==> src/sv/tsdpp_pkg.sv <==
`default_nettype none

package tsdpp_pkg;

  typedef logic [7:0]         byte_t;
  typedef logic [14:0]        mag_t;
  typedef logic signed [15:0] pos_t;

  // Tag and symbol bytes (ASCII)
  localparam byte_t OpenFirst   = 8'h59;  // 'Y'
  localparam byte_t CloseFirst  = 8'h79;  // 'y'
  localparam byte_t OpenSecond  = 8'h42;  // 'B'
  localparam byte_t CloseSecond = 8'h62;  // 'b'
  localparam byte_t MinusByte   = 8'h2D;  // '-'
  localparam byte_t DigitLo     = 8'h30;  // '0'
  localparam byte_t DigitHi     = 8'h39;  // '9'

  localparam mag_t MagMax       = 15'h7FFF;
  // Sentinel -74: minus sign with magnitude 74
  localparam mag_t SentinelMag  = 15'd74;

  // Configuration port
  localparam int unsigned CfgAddrW = 3;
  localparam int unsigned CfgDataW = 32;
  localparam logic RegAttackSel    = 1'b0;  // register index, from paddr[2]
  localparam logic AttackSelReset  = 1'b1;

  typedef struct packed {
    logic done;   // field completed on this byte
    pos_t held;   // held value after this byte
  } chan_status_t;

endpackage

`default_nettype wire

==> src/sv/tsdpp_chan.sv <==
`default_nettype none

module tsdpp_chan (
  input  wire                      clk_i,
  input  wire                      rst_ni,
  input  wire                      step_i,
  input  wire tsdpp_pkg::byte_t    byte_i,
  input  wire tsdpp_pkg::byte_t    open_tag_i,
  input  wire tsdpp_pkg::byte_t    close_tag_i,
  output tsdpp_pkg::chan_status_t  status_o
);
  import tsdpp_pkg::*;

  logic open_q, open_d;
  logic closed_q, closed_d;
  logic minus_q, minus_d;
  mag_t mag_q, mag_d;
  pos_t held_q, held_d;

  logic        open_n, closed_n;
  logic [18:0] mag_ext;
  logic [18:0] mag_sum;
  pos_t        value;

  assign open_n   = open_q | (byte_i == open_tag_i);
  assign closed_n = closed_q | (byte_i == close_tag_i);

  // mag * 10 + digit, as shifts and adds
  assign mag_ext = {4'b0, mag_q};
  assign mag_sum = (mag_ext << 3) + (mag_ext << 1) + {15'b0, byte_i[3:0]};

  assign value = minus_q ? -$signed({1'b0, mag_q}) : $signed({1'b0, mag_q});

  always_comb begin
    open_d   = open_n;
    closed_d = closed_n;
    minus_d  = minus_q;
    mag_d    = mag_q;
    held_d   = held_q;
    status_o.done = 1'b0;
    if (open_n && !closed_n) begin
      if (byte_i inside {[DigitLo:DigitHi]}) begin
        mag_d = (mag_sum > {4'b0, MagMax}) ? MagMax : mag_sum[14:0];
      end else if (byte_i == MinusByte) begin
        minus_d = 1'b1;
      end
    end
    if (open_n && closed_n) begin
      status_o.done = 1'b1;
      // keep the held value on the sentinel
      if (!(minus_q && mag_q == SentinelMag)) begin
        held_d = value;
      end
      open_d   = 1'b0;
      closed_d = 1'b0;
      minus_d  = 1'b0;
      mag_d    = '0;
    end
    status_o.held = held_d;
  end

  always_ff @(posedge clk_i or negedge rst_ni) begin
    if (!rst_ni) begin
      open_q   <= 1'b0;
      closed_q <= 1'b0;
      minus_q  <= 1'b0;
      mag_q    <= '0;
      held_q   <= '0;
    end else if (step_i) begin
      open_q   <= open_d;
      closed_q <= closed_d;
      minus_q  <= minus_d;
      mag_q    <= mag_d;
      held_q   <= held_d;
    end
  end

endmodule

`default_nettype wire

==> src/sv/two_tag_signed_decimal_packet_parser.sv <==
// Two-tag signed decimal packet parser. Each input transfer carries one received
// ASCII byte; two independent field parsers watch the stream, one framed by
// 'Y' ... 'y' and one by 'B' ... 'b'. Digits accumulate into a magnitude that
// saturates at 32767, a '-' makes the field negative, and an empty field
// yields 0. A closing tag seen before its opening tag is remembered, so the
// next opening tag completes that field at once with 0. A completed value of
// -74 is a sentinel and leaves the channel's held value untouched. After
// every second completed field (either channel) one output transfer is
// produced: attack_position is the held value of the attack channel and
// defend_position the negated held value of the other channel; register 0
// (attack_is_first_tag, APB address 0, reset 1) selects 'Y' as attack when
// set, 'B' otherwise. Timing: a byte is held in the input register, is
// parsed by one short combinational pass and the result lands in the
// output register, which drives output valid; one byte is taken every
// cycle while the output side keeps up.
// The output register is the only buffer: when it holds an untaken result,
// the parse step stalls and the input register fills, after which the input
// side stalls as well. Write the configuration only while the block is idle.

`default_nettype none

module two_tag_signed_decimal_packet_parser (
  input  wire                           clk_i,
  input  wire                           rst_ni,
  // byte input
  input  wire                           in_valid_i,
  output logic                          in_ready_o,
  input  wire tsdpp_pkg::byte_t         rx_byte_i,
  // result output
  output logic                          out_valid_o,
  input  wire                           out_ready_i,
  output tsdpp_pkg::pos_t               attack_position_o,
  output tsdpp_pkg::pos_t               defend_position_o,
  // APB configuration
  input  wire                           psel,
  input  wire                           penable,
  input  wire                           pwrite,
  input  wire [tsdpp_pkg::CfgAddrW-1:0] paddr,
  input  wire [tsdpp_pkg::CfgDataW-1:0] pwdata,
  output logic [tsdpp_pkg::CfgDataW-1:0] prdata,
  output logic                          pready
);
  import tsdpp_pkg::*;

  // Configuration register
  logic attack_first_q;
  logic cfg_write;

  // Input register
  logic  in_valid_q;
  byte_t byte_q;

  // Output register
  logic out_valid_q;
  pos_t attack_q, attack_d;
  pos_t defend_q, defend_d;

  // Completion count: only one completion can be pending between results
  logic       pending_q, pending_d;
  logic [1:0] count;
  logic       emit;
  logic       step;

  chan_status_t first_st, second_st;

  // ---------------------------------------------------------------------------
  // APB: zero wait states, one register at address 0
  // ---------------------------------------------------------------------------
  assign pready    = 1'b1;
  assign cfg_write = psel && penable && pwrite && pready && (paddr[2] == RegAttackSel);

  always_comb begin
    prdata = '0;
    if (paddr[2] == RegAttackSel) begin
      prdata[0] = attack_first_q;
    end
  end

  always_ff @(posedge clk_i or negedge rst_ni) begin
    if (!rst_ni) begin
      attack_first_q <= AttackSelReset;
    end else if (cfg_write) begin
      attack_first_q <= pwdata[0];
    end
  end

  // ---------------------------------------------------------------------------
  // Handshake: parse the held byte whenever the output register can take a
  // result; the input register refills in the same cycle.
  // ---------------------------------------------------------------------------
  assign step       = in_valid_q && (!out_valid_q || out_ready_i);
  assign in_ready_o = !in_valid_q || step;

  always_ff @(posedge clk_i or negedge rst_ni) begin
    if (!rst_ni) begin
      in_valid_q <= 1'b0;
    end else if (in_valid_i && in_ready_o) begin
      in_valid_q <= 1'b1;
    end else if (step) begin
      in_valid_q <= 1'b0;
    end
  end

  always_ff @(posedge clk_i) begin
    if (in_valid_i && in_ready_o) begin
      byte_q <= rx_byte_i;
    end
  end

  // ---------------------------------------------------------------------------
  // Field parsers
  // ---------------------------------------------------------------------------
  tsdpp_chan u_first (
    .clk_i       (clk_i),
    .rst_ni      (rst_ni),
    .step_i      (step),
    .byte_i      (byte_q),
    .open_tag_i  (OpenFirst),
    .close_tag_i (CloseFirst),
    .status_o    (first_st)
  );

  tsdpp_chan u_second (
    .clk_i       (clk_i),
    .rst_ni      (rst_ni),
    .step_i      (step),
    .byte_i      (byte_q),
    .open_tag_i  (OpenSecond),
    .close_tag_i (CloseSecond),
    .status_o    (second_st)
  );

  // Count completions; emit on reaching two and clear the count
  assign count     = {1'b0, pending_q} + {1'b0, first_st.done} + {1'b0, second_st.done};
  assign emit      = count[1];
  assign pending_d = emit ? 1'b0 : count[0];

  always_ff @(posedge clk_i or negedge rst_ni) begin
    if (!rst_ni) begin
      pending_q <= 1'b0;
    end else if (step) begin
      pending_q <= pending_d;
    end
  end

  // Select attack and defend from the updated held values
  always_comb begin
    if (attack_first_q) begin
      attack_d = first_st.held;
      defend_d = -second_st.held;
    end else begin
      attack_d = second_st.held;
      defend_d = -first_st.held;
    end
  end

  // ---------------------------------------------------------------------------
  // Output register: load a new result, else drop it once transferred
  // ---------------------------------------------------------------------------
  always_ff @(posedge clk_i or negedge rst_ni) begin
    if (!rst_ni) begin
      out_valid_q <= 1'b0;
    end else if (step && emit) begin
      out_valid_q <= 1'b1;
    end else if (out_ready_i) begin
      out_valid_q <= 1'b0;
    end
  end

  always_ff @(posedge clk_i) begin
    if (step && emit) begin
      attack_q <= attack_d;
      defend_q <= defend_d;
    end
  end

  assign out_valid_o       = out_valid_q;
  assign attack_position_o = attack_q;
  assign defend_position_o = defend_q;

endmodule

`default_nettype wire

==> config.mk <==
export PLATFORM = sky130hd
export DESIGN_NAME = two_tag_signed_decimal_packet_parser
export DESIGN_NICKNAME = d
export VERILOG_FILES = /design/src/sv/tsdpp_pkg.sv /design/src/sv/tsdpp_chan.sv /design/src/sv/two_tag_signed_decimal_packet_parser.sv
export SDC_FILE = /design/constraint.sdc
export NUM_CORES = 1
export LEC_CHECK = 0
export BUFFER_PORTS_ARGS = -buffer_cell sky130_fd_sc_hd__buf_2
export CAP_MARGIN = 20
export CORE_UTILIZATION = 50
export DETAILED_ROUTE_END_ITERATION = 12
export PLACE_DENSITY_LB_ADDON = 0.2
export SLEW_MARGIN = 20
export SYNTH_ARGS = -nofsm -noshare
export SYNTH_HDL_FRONTEND = slang
export SYNTH_SLANG_ARGS = --single-unit
==> constraint.sdc <==
create_clock -name clk_i -period 4.1 [get_ports clk_i]
set_input_delay 0.82 -clock clk_i [delete_from_list [all_inputs] [get_ports clk_i]]
set_output_delay 0.82 -clock clk_i [all_outputs]
set_load 0.01 [all_outputs]
==> results.md <==
* Post-Syn Area at 8820 µm²
* Xor and xnor area share after synthesis at 7.35%
* Mean area per synthesized cell at 9.16 µm²
* Post-synthesis compound-gate area fraction at 18.6%
* Synth warnings at 0
* Dpl ws at 256 ps
* Setup_tns at 0 ps
* Clk Latency, worst-skew pair at 360 ps
* Worst path top cell family by delay: simple AND/OR/NAND/NOR gates
* WP buf/inv at 1
* # rows at 48
* Post-synthesis register bit count at 112
* CP endpoint kind: register
* Total Routing Usage GR at 23.4%
* Critical Path Start Type: register
* Reg2reg setup slack at 310 ps
* Final Max Tran Viols at 0
* H-tree Lvls at 3
* Most frequent CP cell: or4_4
* Crit path depth at 13
* Post-synth cell types at 82
* Total grt overflow at 0
* Routed Antenna Nets at 0
* Worst-path maximum fanout at 7
* CTS resizes at 0
* Core footprint at 17200 µm²
* Setup ws final at 312 ps
* Ys flop type: dfrtp_1
* Count of max-cap constraint violations at 0
* Post-synth top area share at 20.1%
* Synth Area in Adders at 10.2%
* Drt drc at 0
* Vias in the first global route at 6547
* Worst setup startpoint: u_second.mag_q[10]
* Setup Skew at 13.2 ps
* Final number of setup-violating endpoints at 0
* First-pass GRT wire length at 33700 µm
* Synth area leaders: dfrtp_1 20%, edfxtp_1 14%, ha_1 9.1%, o21ai_0 4.8%, xnor2_1 4.2%
* Final Hold Vio Count at 0
* Layout cells sized above 1 at 14.5%
* Post-synth ARST share at 64.3%
* Clk sinks at 112
* # diodes at 0
* Total Nets Final at 1128
* WHS at 496 ps
* VDD IR-drop max at 0.290 mV
* Routability Congestion at 0.823
* Die area at 18200 µm²
* Number of synthesized flops with an enable pin at 40
* Worst Reg-to-Reg Cells at 13
* Critical path type: register to register
* Vias at 7136
* CP required at 4200 ps
* Initial DRC count at 464
* Largest family of logic cells by synthesized area: compound AO/OA/AOI/OAI gates
* Post-synthesis sequential area ratio at 34.0%
* Leakage power at 4.47 nW
* Die H at 135 µm
* Area growth from synthesis to layout at 8.89%
* Post-synthesis cell count at 963
* Crit-path cells: or4_4, or3_4, or4_4, nand2_1, nor2_1, a21oi_1, ha_1, o2111ai_1, a22oi_2, buf_4, nand4bb_1, xor2_1, mux2i_1
* TritonRoute pass-1 iters at 6
* Biggest area consumer among synthesized cells: dfrtp_1
* Post-DR wirelength/cell at 16.4 µm
* Multiplexer share of the synthesized area at 5.50%
* Hold crit path type: register to register
* WL final at 20300 µm
* Simple-Gate Fraction of Synth Area at 17.5%
* IO buf count at 51
* RR Startpoint: u_second.mag_q[10]
* Crit-path max cell delay at 600 ps
* Worst setup path end: defend_position_o[14]
* Slew HR at 35.3%
* Period utilization at 92.4%
* Io pins at 117
* Largest net degree at the start of global routing at 73
* Synth top cells by count: 93 x nand2_1, 84 x o21ai_0, 71 x dfrtp_1
* Clock slew at the register clock pins of the worst setup and hold paths at 80 ps
* Final worst path period need at 3790 ps
* Vias per cell at 5.76
* Clock root cell: clkbuf_16
* RSZ-0062 raised after global routing: false
* Worst path slowest cell: or4_4
* Post-DP HPWL at 15500 µm
* Initial antenna violation count at 0
* Clock Path Buffers at 2
* Starting Density at 51.2%
* Status: complete, no violations
* Num CTS Buffers at 9
* Data arrival, critical path at 3890 ps
* Pwr per Cell Area at 367 nW/µm²
* FF-to-FF End: defend_position_o[14]
* Max Fclk at 264 MHz
* Most numerous cell in the Yosys netlist: nand2_1
* Die X at 135 µm
* Worst slew pin tran at 971 ps
* Setup Fix Bufs, Post-CTS at 0
* CTS tree: built
* Hold-fix buffers, CTS at 0
-- power by group --
group          switching, W  total (W)  internal [W]
registers          0.000113    0.00136       0.00125
logic              0.000728    0.00130      0.000568
clock network      0.000445   0.000875      0.000430
-- layout by cell type, fill, tap and decap left out, types with 6 or more instances in the layout --
master     instances
nor3_1            21
xnor2_1           42
inv_1             28
or3_1              9
nand2b_1           9
mux2i_1           35
a221oi_1          16
buf_2             50
buf_4             41
xor2_1            32
a211oi_1           9
a21o_1            13
nor2b_1            7
clkbuf_16          9
edfxtp_1          40
nand4_1            6
o41ai_1            6
nor4_1            14
mux2_2            12
a41oi_1            6
a31oi_1            9
o21ai_0           84
or2_2              6
dfrtp_1           71
ha_1              64
and3_1             6
conb_1            32
nor2_1            63
nand2_1           92
nand3_1           16
a21oi_1           42
a221o_1           14
nand3b_1           8
-- layout make-up --
type | instances | area (µm²)
Sequential cell | 112 | 3000
Clock inverter | 6 | 58.8
Multi-Input combinational cell | 766 | 5370
Inverter | 29 | 109
Clock buffer | 10 | 229
Tap cell | 225 | 282
Fill cell | 1566 | 7630
Timing Repair Buffer | 91 | 558
-- worst min path at each step --
stage | startpoint | to | slack (ps) | cells after the start
after global routing | u_second.held_q[3] | u_second.held_q[3] | 520 | 2
after floorplan | u_second.held_q[14] | u_second.held_q[14] | 450 | 2
after global placement | u_first.held_q[15] | u_first.held_q[15] | 470 | 2
after CTS | u_first.held_q[15] | u_first.held_q[15] | 500 | 2
after detailed placement | u_first.held_q[15] | u_first.held_q[15] | 480 | 2
final | u_first.held_q[15] | u_first.held_q[15] | 500 | 2
-- flip-flops by register name (all words and copies together) (netlist names), 8 cells and up --
register           cells
u_second.held_q       16
u_first.held_q        16
defend_position_o     16
u_second.mag_q        15
byte_q                 8
attack_position_o     16
u_first.mag_q         15
-- routing by layer --
metal / vias to the layer above / share of wire [%] / global-route usage, % / wire length (µm)
li1: 3585 / - / - / -
met1: 3351 / 51 / 34.7 / 10200
met2: 183 / 45 / 36.4 / 9060
met3: 17 / 3.7 / 3.30 / 749
met4: 0 / 1.0 / 4.68 / 204
met5: - / 0 / 0 / 0
-- stage by stage --
step / util (%) / instance area [µm²] / std cells / power (W)
final: 55.7 / 9610 / 1239 / 0.00353
after global routing: 55.7 / 9610 / 1239 / 0.00375
after floorplan: - / 8940 / 993 / 0.00237
after CTS: 55.7 / 9600 / 1239 / 0.00354
after global placement: 54.0 / 9310 / 1223 / 0.00264
after detailed placement: 54.0 / 9310 / 1223 / 0.00267
-- cells by family (layout without fill, tap and decap cells) --
kind of cell / after synthesis / after routing
buffers and inverters: 115 / 136
other: 2 / 32
DFF: 112 / 112
muxes: 47 / 47
AOI/OAI and AO/OA: 247 / 247
xor gates and xnor gates: 74 / 74
adders and majority gates: 69 / 69
and+or+nand+nor: 297 / 297
-- worst min-delay path, delay by kind of cell (launching register included) --
family / cells / cell delay, ps
AOI/OAI and AO/OA: 1 / 60
and+or+nand+nor: 1 / 50
DFF: 1 / 360
Power figures use the tool's default switching activity.
